<file path="config.mk">
export PLATFORM = sky130hd
export DESIGN_NAME = sorted_timer_queue_core_flat
export DESIGN_NICKNAME = d
export VERILOG_FILES = /design/src/hw/rtl/stq_pkg.sv /design/src/hw/rtl/stq_if.sv /design/src/hw/rtl/sorted_timer_queue_core.sv /design/src/hw/rtl/stq_cell.sv /design/src/flat_wrapper.sv
export SDC_FILE = /design/constraint.sdc
export NUM_CORES = 2
export LEC_CHECK = 0
export BUFFER_PORTS_ARGS = -buffer_cell sky130_fd_sc_hd__buf_2
export CELL_PAD_IN_SITES_DETAIL_PLACEMENT = 0
export CELL_PAD_IN_SITES_GLOBAL_PLACEMENT = 2
export CORE_MARGIN = 4
export CORE_UTILIZATION = 46
export DETAILED_ROUTE_END_ITERATION = 6
export GPL_TIMING_DRIVEN = 0
export PLACE_DENSITY_LB_ADDON = 0.1
export SYNTH_ARGS = -nofsm -noshare
export SYNTH_HDL_FRONTEND = slang
export SYNTH_SLANG_ARGS = --single-unit
export TNS_END_PERCENT = 10
</file>
<file path="constraint.sdc">
create_clock -name clk -period 12.38 [get_ports clk]
set_clock_uncertainty 0.05 [all_clocks]
set_input_delay 1.857 -clock clk [delete_from_list [all_inputs] [get_ports clk]]
set_output_delay 1.857 -clock clk [all_outputs]
set_load 0.01 [all_outputs]
</file>
<file path="src/hw/rtl/stq_pkg.sv">
package stq_pkg;

	// Default sizes
	localparam int QUEUE_DEPTH_DEF  = 16;
	localparam int HANDLER_BITS_DEF = 8;
	localparam int MAX_RESULTS      = 16;
	localparam int SEC_W            = 32;
	localparam int USEC_W           = 20;

	// Request commands
	localparam logic [1:0] CMD_INSERT = 2'd0;
	localparam logic [1:0] CMD_REMOVE = 2'd1;
	localparam logic [1:0] CMD_EXPIRE = 2'd2;

	// Result kinds
	typedef enum logic [2:0] {
		K_INSERTED  = 3'd0,
		K_DROPPED   = 3'd1,
		K_REMOVED   = 3'd2,
		K_NOT_FOUND = 3'd3,
		K_EXPIRED   = 3'd4,
		K_NONE      = 3'd5
	} kind_t;

	// Deadline: seconds then microseconds, compared as one number
	typedef struct packed {
		logic [SEC_W-1:0]  sec;
		logic [USEC_W-1:0] usec;
	} stamp_t;

	// Operation broadcast to every cell
	typedef enum logic [1:0] {
		OP_HOLD   = 2'd0,
		OP_INSERT = 2'd1,
		OP_REMOVE = 2'd2,
		OP_POP    = 2'd3
	} op_t;

	typedef struct packed {
		op_t    op;
		stamp_t key;
	} cell_ctrl_t;

	// a strictly earlier than b
	function automatic logic earlier(stamp_t a, stamp_t b);
		return (a.sec < b.sec) || ((a.sec == b.sec) && (a.usec < b.usec));
	endfunction

endpackage

</file>
<file path="src/hw/rtl/stq_if.sv">
interface stq_req_if import stq_pkg::*; #(
	parameter int HANDLER_BITS = HANDLER_BITS_DEF
);
	logic                    valid;
	logic                    ready;
	logic [1:0]              cmd;
	logic [SEC_W-1:0]        time_sec;
	logic [USEC_W-1:0]       time_usec;
	logic [HANDLER_BITS-1:0] handler_id;

	modport source (output valid, cmd, time_sec, time_usec, handler_id, input ready);
	modport sink   (input valid, cmd, time_sec, time_usec, handler_id, output ready);
endinterface

interface stq_rsp_if import stq_pkg::*; #(
	parameter int HANDLER_BITS = HANDLER_BITS_DEF,
	parameter int CNT_W        = $clog2(QUEUE_DEPTH_DEF + 1)
);
	logic                    valid;
	logic                    ready;
	kind_t                   kind;
	logic [HANDLER_BITS-1:0] out_handler;
	logic                    is_last;
	logic [CNT_W-1:0]        entries_left;
	logic [SEC_W-1:0]        earliest_sec;
	logic [USEC_W-1:0]       earliest_usec;

	modport source (output valid, kind, out_handler, is_last, entries_left,
		earliest_sec, earliest_usec, input ready);
	modport sink   (input valid, kind, out_handler, is_last, entries_left,
		earliest_sec, earliest_usec, output ready);
endinterface

</file>
<file path="src/hw/rtl/sorted_timer_queue_core.sv">
// Flow: a request is captured in S_IDLE; its first result is registered in S_EXEC as
// soon as the result register is free. A new request is taken only back in S_IDLE.
// Throughput: an expire gives one result per cycle while the result side does not stall
// (one pop of the cell row per cycle), up to MAX_RESULTS, then ready returns.
// Reset: arst_n clears every cell's valid bit, the count and the control; the queue
// is empty and ready as soon as reset is released. Slot contents are not reset.
module sorted_timer_queue_core import stq_pkg::*; #(
	parameter int QUEUE_DEPTH  = QUEUE_DEPTH_DEF,
	parameter int HANDLER_BITS = HANDLER_BITS_DEF
) (
	input logic      clk,
	input logic      arst_n,
	stq_req_if.sink  in,
	stq_rsp_if.source out
);

	localparam int CNT_W = $clog2(QUEUE_DEPTH + 1);
	localparam int POP_W = $clog2(MAX_RESULTS);

	typedef enum logic [1:0] {
		S_IDLE = 2'b01,
		S_EXEC = 2'b10
	} state_t;

	state_t                  state_q;
	logic [1:0]              cmd_q;
	stamp_t                  key_q;
	logic [HANDLER_BITS-1:0] hkey_q;
	logic [CNT_W-1:0]        count_q;
	logic [POP_W-1:0]        pop_cnt_q;

	logic                    out_valid_q;
	kind_t                   kind_q;
	logic [HANDLER_BITS-1:0] out_handler_q;
	logic                    is_last_q;
	logic [CNT_W-1:0]        left_q;
	stamp_t                  earliest_q;

	// Cell row wiring
	cell_ctrl_t              ctrl;
	logic                    cell_valid   [QUEUE_DEPTH];
	logic                    cell_ahead   [QUEUE_DEPTH];
	logic                    cell_due     [QUEUE_DEPTH];
	logic                    cell_seen    [QUEUE_DEPTH];
	stamp_t                  cell_stamp   [QUEUE_DEPTH];
	logic [HANDLER_BITS-1:0] cell_handler [QUEUE_DEPTH];
	stamp_t                  cell_stamp_d [QUEUE_DEPTH];

	// Command decode
	op_t                     op;
	kind_t                   kind;
	logic [HANDLER_BITS-1:0] res_handler;
	logic                    last;
	logic                    cmd_ok;
	logic [CNT_W-1:0]        count_d;
	logic                    exec;
	logic                    out_free;
	logic                    emit;
	logic                    leave;
	logic                    full;

	assign exec     = (state_q == S_EXEC);
	assign out_free = !out_valid_q || out.ready;
	assign full     = (count_q == CNT_W'(QUEUE_DEPTH));
	assign in.ready = (state_q == S_IDLE);

	always_comb begin
		op          = OP_HOLD;
		kind        = K_NONE;
		res_handler = '0;
		last        = 1'b1;
		cmd_ok      = 1'b1;
		count_d     = count_q;
		case (cmd_q)
			CMD_INSERT: begin
				if (full) begin
					kind = K_DROPPED;
				end else begin
					op      = OP_INSERT;
					kind    = K_INSERTED;
					count_d = count_q + 1'b1;
				end
			end
			CMD_REMOVE: begin
				if (cell_seen[QUEUE_DEPTH-1]) begin
					op          = OP_REMOVE;
					kind        = K_REMOVED;
					res_handler = hkey_q;
					count_d     = count_q - 1'b1;
				end else begin
					kind = K_NOT_FOUND;
				end
			end
			CMD_EXPIRE: begin
				if (cell_due[0]) begin
					op          = OP_POP;
					kind        = K_EXPIRED;
					res_handler = cell_handler[0];
					count_d     = count_q - 1'b1;
					last        = (pop_cnt_q == POP_W'(MAX_RESULTS - 1)) || !cell_due[1];
				end
			end
			default: begin
				cmd_ok = 1'b0;
			end
		endcase
	end

	assign emit     = exec && cmd_ok && out_free;
	assign leave    = exec && (!cmd_ok || (out_free && last));
	assign ctrl.op  = emit ? op : OP_HOLD;
	assign ctrl.key = key_q;

	// Row of cells, slot 0 holds the earliest deadline
	for (genvar i = 0; i < QUEUE_DEPTH; i++) begin : g_cell
		logic                    l_valid;
		logic                    l_ahead;
		logic                    l_seen;
		stamp_t                  l_stamp;
		logic [HANDLER_BITS-1:0] l_handler;
		logic                    r_valid;
		stamp_t                  r_stamp;
		logic [HANDLER_BITS-1:0] r_handler;

		if (i == 0) begin : g_left_edge
			assign l_valid   = 1'b0;
			assign l_ahead   = 1'b0;
			assign l_seen    = 1'b0;
			assign l_stamp   = '0;
			assign l_handler = '0;
		end else begin : g_left
			assign l_valid   = cell_valid[i-1];
			assign l_ahead   = cell_ahead[i-1];
			assign l_seen    = cell_seen[i-1];
			assign l_stamp   = cell_stamp[i-1];
			assign l_handler = cell_handler[i-1];
		end

		if (i == QUEUE_DEPTH - 1) begin : g_right_edge
			assign r_valid   = 1'b0;
			assign r_stamp   = '0;
			assign r_handler = '0;
		end else begin : g_right
			assign r_valid   = cell_valid[i+1];
			assign r_stamp   = cell_stamp[i+1];
			assign r_handler = cell_handler[i+1];
		end

		stq_cell #(
			.HANDLER_BITS (HANDLER_BITS),
			.IS_HEAD      (i == 0)
		) u_cell (
			.clk           (clk),
			.arst_n        (arst_n),
			.ctrl          (ctrl),
			.key_handler   (hkey_q),
			.left_valid    (l_valid),
			.left_ahead    (l_ahead),
			.left_seen     (l_seen),
			.left_stamp    (l_stamp),
			.left_handler  (l_handler),
			.right_valid   (r_valid),
			.right_stamp   (r_stamp),
			.right_handler (r_handler),
			.valid         (cell_valid[i]),
			.ahead         (cell_ahead[i]),
			.due           (cell_due[i]),
			.seen          (cell_seen[i]),
			.stamp         (cell_stamp[i]),
			.handler       (cell_handler[i]),
			.stamp_d       (cell_stamp_d[i])
		);
	end

	// Control: request capture, count, pop counter
	always_ff @(posedge clk or negedge arst_n) begin
		if (!arst_n) begin
			state_q     <= S_IDLE;
			count_q     <= '0;
			pop_cnt_q   <= '0;
			out_valid_q <= 1'b0;
		end else begin
			if (in.valid && in.ready) begin
				state_q   <= S_EXEC;
				pop_cnt_q <= '0;
			end else if (leave) begin
				state_q <= S_IDLE;
			end
			if (emit) begin
				count_q   <= count_d;
				pop_cnt_q <= pop_cnt_q + 1'b1;
			end
			if (emit) begin
				out_valid_q <= 1'b1;
			end else if (out.ready) begin
				out_valid_q <= 1'b0;
			end
		end
	end

	// Request and result payload
	always_ff @(posedge clk) begin
		if (in.valid && in.ready) begin
			cmd_q  <= in.cmd;
			key_q  <= {in.time_sec, in.time_usec};
			hkey_q <= in.handler_id;
		end
		if (emit) begin
			kind_q        <= kind;
			out_handler_q <= res_handler;
			is_last_q     <= last;
			left_q        <= count_d;
			earliest_q    <= (count_d != '0) ? cell_stamp_d[0] : '0;
		end
	end

	assign out.valid         = out_valid_q;
	assign out.kind          = kind_q;
	assign out.out_handler   = out_handler_q;
	assign out.is_last       = is_last_q;
	assign out.entries_left  = left_q;
	assign out.earliest_sec  = earliest_q.sec;
	assign out.earliest_usec = earliest_q.usec;

endmodule

</file>
<file path="src/hw/rtl/stq_cell.sv">
module stq_cell import stq_pkg::*; #(
	parameter int HANDLER_BITS = HANDLER_BITS_DEF,
	parameter bit IS_HEAD      = 1'b0
) (
	input  logic                    clk,
	input  logic                    arst_n,
	input  cell_ctrl_t              ctrl,
	input  logic [HANDLER_BITS-1:0] key_handler,
	input  logic                    left_valid,
	input  logic                    left_ahead,
	input  logic                    left_seen,
	input  stamp_t                  left_stamp,
	input  logic [HANDLER_BITS-1:0] left_handler,
	input  logic                    right_valid,
	input  stamp_t                  right_stamp,
	input  logic [HANDLER_BITS-1:0] right_handler,
	output logic                    valid,
	output logic                    ahead,
	output logic                    due,
	output logic                    seen,
	output stamp_t                  stamp,
	output logic [HANDLER_BITS-1:0] handler,
	output stamp_t                  stamp_d
);

	logic                    valid_q;
	stamp_t                  stamp_q;
	logic [HANDLER_BITS-1:0] handler_q;
	logic                    valid_d;
	logic [HANDLER_BITS-1:0] handler_d;
	logic                    match;

	// Compares against the broadcast key
	assign due    = valid_q & earlier(stamp_q, ctrl.key);
	// The head lets a new entry of equal time go behind it
	assign ahead  = IS_HEAD ? (valid_q & ~earlier(ctrl.key, stamp_q)) : due;
	assign match  = valid_q && (handler_q == key_handler);
	assign seen   = left_seen | match;

	assign valid   = valid_q;
	assign stamp   = stamp_q;
	assign handler = handler_q;

	// Next contents: keep, take the new entry, or take a neighbour's
	always_comb begin
		valid_d   = valid_q;
		stamp_d   = stamp_q;
		handler_d = handler_q;
		case (ctrl.op)
			OP_INSERT: begin
				if (!ahead) begin
					if (IS_HEAD || left_ahead) begin
						stamp_d   = ctrl.key;
						handler_d = key_handler;
					end else begin
						stamp_d   = left_stamp;
						handler_d = left_handler;
					end
					valid_d = valid_q | left_valid | IS_HEAD;
				end
			end
			OP_REMOVE: begin
				if (seen) begin
					stamp_d   = right_stamp;
					handler_d = right_handler;
					valid_d   = right_valid;
				end
			end
			OP_POP: begin
				stamp_d   = right_stamp;
				handler_d = right_handler;
				valid_d   = right_valid;
			end
			default: begin
				valid_d = valid_q;
			end
		endcase
	end

	always_ff @(posedge clk or negedge arst_n) begin
		if (!arst_n) begin
			valid_q <= 1'b0;
		end else begin
			valid_q <= valid_d;
		end
	end

	always_ff @(posedge clk) begin
		stamp_q   <= stamp_d;
		handler_q <= handler_d;
	end

endmodule

</file>
<file path="src/flat_wrapper.sv">
// flat-port wrapper written by rule: the top's interface ports become plain ports
module sorted_timer_queue_core_flat import stq_pkg::*;
#(
	parameter int QUEUE_DEPTH  = QUEUE_DEPTH_DEF,
	parameter int HANDLER_BITS = HANDLER_BITS_DEF
)
  (clk, arst_n, in_valid, in_cmd, in_time_sec, in_time_usec, in_handler_id, in_ready, out_valid, out_kind, out_out_handler, out_is_last, out_entries_left, out_earliest_sec, out_earliest_usec, out_ready);
  stq_req_if #(.HANDLER_BITS(HANDLER_BITS)) in_i ();
  stq_rsp_if #(.HANDLER_BITS(HANDLER_BITS)) out_i ();
  input logic clk;
  input logic arst_n;
  input wire logic [$bits(in_i.valid)-1:0] in_valid;
  input wire logic [$bits(in_i.cmd)-1:0] in_cmd;
  input wire logic [$bits(in_i.time_sec)-1:0] in_time_sec;
  input wire logic [$bits(in_i.time_usec)-1:0] in_time_usec;
  input wire logic [$bits(in_i.handler_id)-1:0] in_handler_id;
  output wire logic [$bits(in_i.ready)-1:0] in_ready;
  output wire logic [$bits(out_i.valid)-1:0] out_valid;
  output wire logic [$bits(out_i.kind)-1:0] out_kind;
  output wire logic [$bits(out_i.out_handler)-1:0] out_out_handler;
  output wire logic [$bits(out_i.is_last)-1:0] out_is_last;
  output wire logic [$bits(out_i.entries_left)-1:0] out_entries_left;
  output wire logic [$bits(out_i.earliest_sec)-1:0] out_earliest_sec;
  output wire logic [$bits(out_i.earliest_usec)-1:0] out_earliest_usec;
  input wire logic [$bits(out_i.ready)-1:0] out_ready;
  assign in_i.valid = in_valid;
  assign in_i.cmd = in_cmd;
  assign in_i.time_sec = in_time_sec;
  assign in_i.time_usec = in_time_usec;
  assign in_i.handler_id = in_handler_id;
  assign in_ready = in_i.ready;
  assign out_valid = out_i.valid;
  assign out_kind = out_i.kind;
  assign out_out_handler = out_i.out_handler;
  assign out_is_last = out_i.is_last;
  assign out_entries_left = out_i.entries_left;
  assign out_earliest_sec = out_i.earliest_sec;
  assign out_earliest_usec = out_i.earliest_usec;
  assign out_i.ready = out_ready;
  sorted_timer_queue_core #(.QUEUE_DEPTH(QUEUE_DEPTH), .HANDLER_BITS(HANDLER_BITS)) u_core (.clk(clk), .arst_n(arst_n), .in(in_i), .out(out_i));
endmodule
</file>
==> run summary <==
Status - complete, but fails checks
Failing checks - design-rule violations, max-capacitance violations, max-slew violations
Critical path class - reg2reg
Seq/Total Area, Yosys - 44.9%
Post-synthesis cell area - 73,400 um2
Synth area leader - edfxtp_1
Hpwl dp - 251,000 um
Hold_buf cts - 0
Critical R2R Capture - u_core.out.earliest_sec[25]$_SDFFCE_PN0P_
Via count - 61,900
Die area - 166,000 um2
Synth area leaders - edfxtp_1 43%, ha_1 14%, mux2i_1 10%, o21ai_0 6.8%, nand2_1 5.1%
Tcrit/Tclk final - 68.8%
Clock buffer depth - 3
Final setup fails - 0
Ys Warns - 0
GRT overflow - 0
Htree depth - 4
Clk slew on worst S/H paths - 0.06 ns
Worst Path Arrival - 8.96 ns
Crit path from - u_core.ctrl[20]$_DFFE_PP_
Post-Synthesis Cells - 7,136
Layout net count - 8,369
I/O pin cnt - 137
Number of distinct library cells after synthesis - 82
PwrDens - 105 nW/um2
RSZ-0062 raised after global routing - no
Post-CTS sizing - 0
Drt first pass iters - 7
Worst Tran Pin Value - 1.66 ns
Startpoint types - register
Yosys reg bits - 1,119
Slew margin rel. - -10.8%
Worst R2R Setup Slack - 3.87 ns
Setup Buffers After CTS - 0
CTS Buf Count - 142
CTS tree - yes
Fin. Hold Viols - 0
Starting density of the core - 46.3%
Finished Core Util - 52.1%
CP Data Required Time - 12.83 ns
P&R area growth vs syn - 12.4%
Drt drc - 4
Die Y - 407 um
GP Congestion - 0.967
Commonest cells in the netlist - 1,039 x edfxtp_1, 990 x o21ai_0, 988 x nand2_1
HP Class - reg2reg
Avg WL per Cell - 33.3 um
IO buf count - 136
Clk_lat worst skew - 0.82 ns
Peak supply drop - 162 uV
Worst reg2reg path depth - 14
Proportion of layout cells with a drive suffix above 1 - 7.56%
Clock root buffer - clkbuf_16
DR vias/cell - 6.39
DRT iter0 DRCs - 7,531
Total track usage - 37.7%
Core Region - 158,000 um2
CP endpoint - u_core.out.earliest_sec[25]$_SDFFCE_PN0P_
Post-layout min period - 8.51 ns
Layout Cells excl Fill - 9,684
Net Count, Synth - 8,026
Largest net degree at the start of global routing - 46
Vias in the first global route - 60,100
Placed cell count - 9,407
Yosys top cell area share - 42.5%
CP max FO - 21
Most common cell in the netlist - edfxtp_1
Final hold slack - 0.466 ns
Top FF cell, synth - edfxtp_1
Die X - 407 um
EDFF count, synth - 1,039
Number of nets with antenna violations after routing - 0
Total Wirelength - 323,000 um
Crit path capture type - register
MaxCap Viol Count - 3
Max Fclk - 117 MHz
Ys async rst share - 2.50%
Leakage power - 32.4 nW
Initial antenna violation count - 13
FF-to-FF Start - u_core.ctrl[20]$_DFFE_PP_
Clock sinks - 1,119
Synth Area per Inst - 10.3 um2
Pins Over Slew Limit - 14
Row count - 146
First-pass GRT wire length - 453,000 um
==> through the flow <==
stage / power [mW] / setup TNS, ns / setup slack (ns) / area (um2)
after floorplan: 4.41 / 0 / 4.48 / 73400
after global placement: 4.54 / -1136.08 / -5.54 / 76700
after detailed placement: 4.55 / 0 / 4.35 / 78000
after CTS: 8.65 / 0 / 4.25 / 82500
after global routing: 8.84 / 0 / 3.87 / 82500
final: 8.64 / 0 / 3.87 / 82500
==> critical path, stage by stage, from the launching register on <==
cell and delay, ns:
edfxtp_1 1.06, inv_1 0.31, ha_1 0.39, nand4_1 0.13
nor4_2 0.97, nand4_1 0.49, or4_1 0.60, nand4_1 0.14
o21bai_1 0.23, buf_2 0.29, nand3_1 0.46, nor2_1 1.22
clkbuf_1 0.79, a222oi_1 0.32, a21oi_1 0.72
==> layout make-up <==
type / count / area (um2)
Inverter: 209 / 795
Buffer: 443 / 2000
Clock buffer: 192 / 3910
Timing Repair Buffer: 199 / 1820
Fill cell: 14700 / 75900
Tap cell: 2072 / 2590
Multi-Input combinational cell: 5365 / 37900
Clock inverter: 68 / 529
Antenna cell: 17 / 42.5
Sequential cell: 1119 / 32900
==> cells by family after synthesis <==
| logic type | synth area share, % |
|---|---|
| AOI/OAI and AO/OA | 14.8 |
| and+or+nand+nor | 10.7 |
| DFF | 44.9 |
| adders and majority gates | 14.0 |
| muxes | 10.2 |
| buffers and inverters | 3.75 |
| xor gates and xnor gates | 1.58 |
==> power by group <==
group | switching [mW] | internal [mW] | total [mW]
combinational | 0.230 | 0.116 | 0.346
clock | 1.79 | 2.36 | 4.15
sequential | 0.0204 | 4.12 | 4.14
total | 2.04 | 6.59 | 8.64
==> cell usage in the layout, fill, tap and decap left out, drive strengths merged, types with 27 or more instances in the layout <==
cell	synthesis	layout
edfxtp	1039	1039
o21ai	993	993
nand2	988	988
ha	824	824
mux2i	745	745
clkbuf	310	502
a21oi	413	413
buf	133	332
nor2	326	326
inv	208	215
a21o	183	183
nand4	145	145
xnor2	94	94
nor2b	77	77
nand3	60	60
nor3	53	53
dfxtp	52	52
clkinv	1	52
a222oi	51	51
o21a	44	44
xor2	38	38
a211oi	38	38
nor4	33	33
nand2b	30	30
dfrtp	27	27
==> sequential cells by signal, summed over array words and instances (netlist names), 8 cells and up <==
signal / count
u_core.hkey_q: 8
u_core.g_cell.u_cell.stamp: 832
u_core.g_cell.u_cell.handler: 128
u_core.g_cell.u_cell.valid: 16
u_core.out.earliest_usec: 20
u_core.out.out_handler: 8
u_core.out.earliest_sec: 32
u_core.ctrl: 52
==> worst min path at each step <==
| stage | start | to | cells past startpoint |
|---|---|---|---|
| after global placement | u_core.g_cell[0].u_cell.stamp[6]$_DFF_P_ | u_core.g_cell[0].u_cell.stamp[6]$_DFF_P_ | 2 |
| after detailed placement | u_core.g_cell[0].u_cell.stamp[30]$_DFF_P_ | u_core.g_cell[0].u_cell.stamp[30]$_DFF_P_ | 2 |
| after global routing | u_core.g_cell[0].u_cell.stamp[48]$_DFF_P_ | u_core.g_cell[0].u_cell.stamp[48]$_DFF_P_ | 2 |
| after CTS | u_core.g_cell[0].u_cell.stamp[30]$_DFF_P_ | u_core.g_cell[0].u_cell.stamp[30]$_DFF_P_ | 2 |
| after floorplan | u_core.g_cell[0].u_cell.stamp[10]$_DFF_P_ | u_core.g_cell[0].u_cell.stamp[10]$_DFF_P_ | 2 |
| final | u_core.g_cell[0].u_cell.stamp[30]$_DFF_P_ | u_core.g_cell[0].u_cell.stamp[30]$_DFF_P_ | 2 |
==> metal layers <==
layer  vias up  wire [um]  global-route usage [%]
met4         6      17800                    18.3
li1      27300          -                       -
met2      3125     141000                    57.6
met1     30900     137000                    51.8
met3       612      26800                    6.90
met5         -         44                       0
Power figures use the tool's default switching activity.
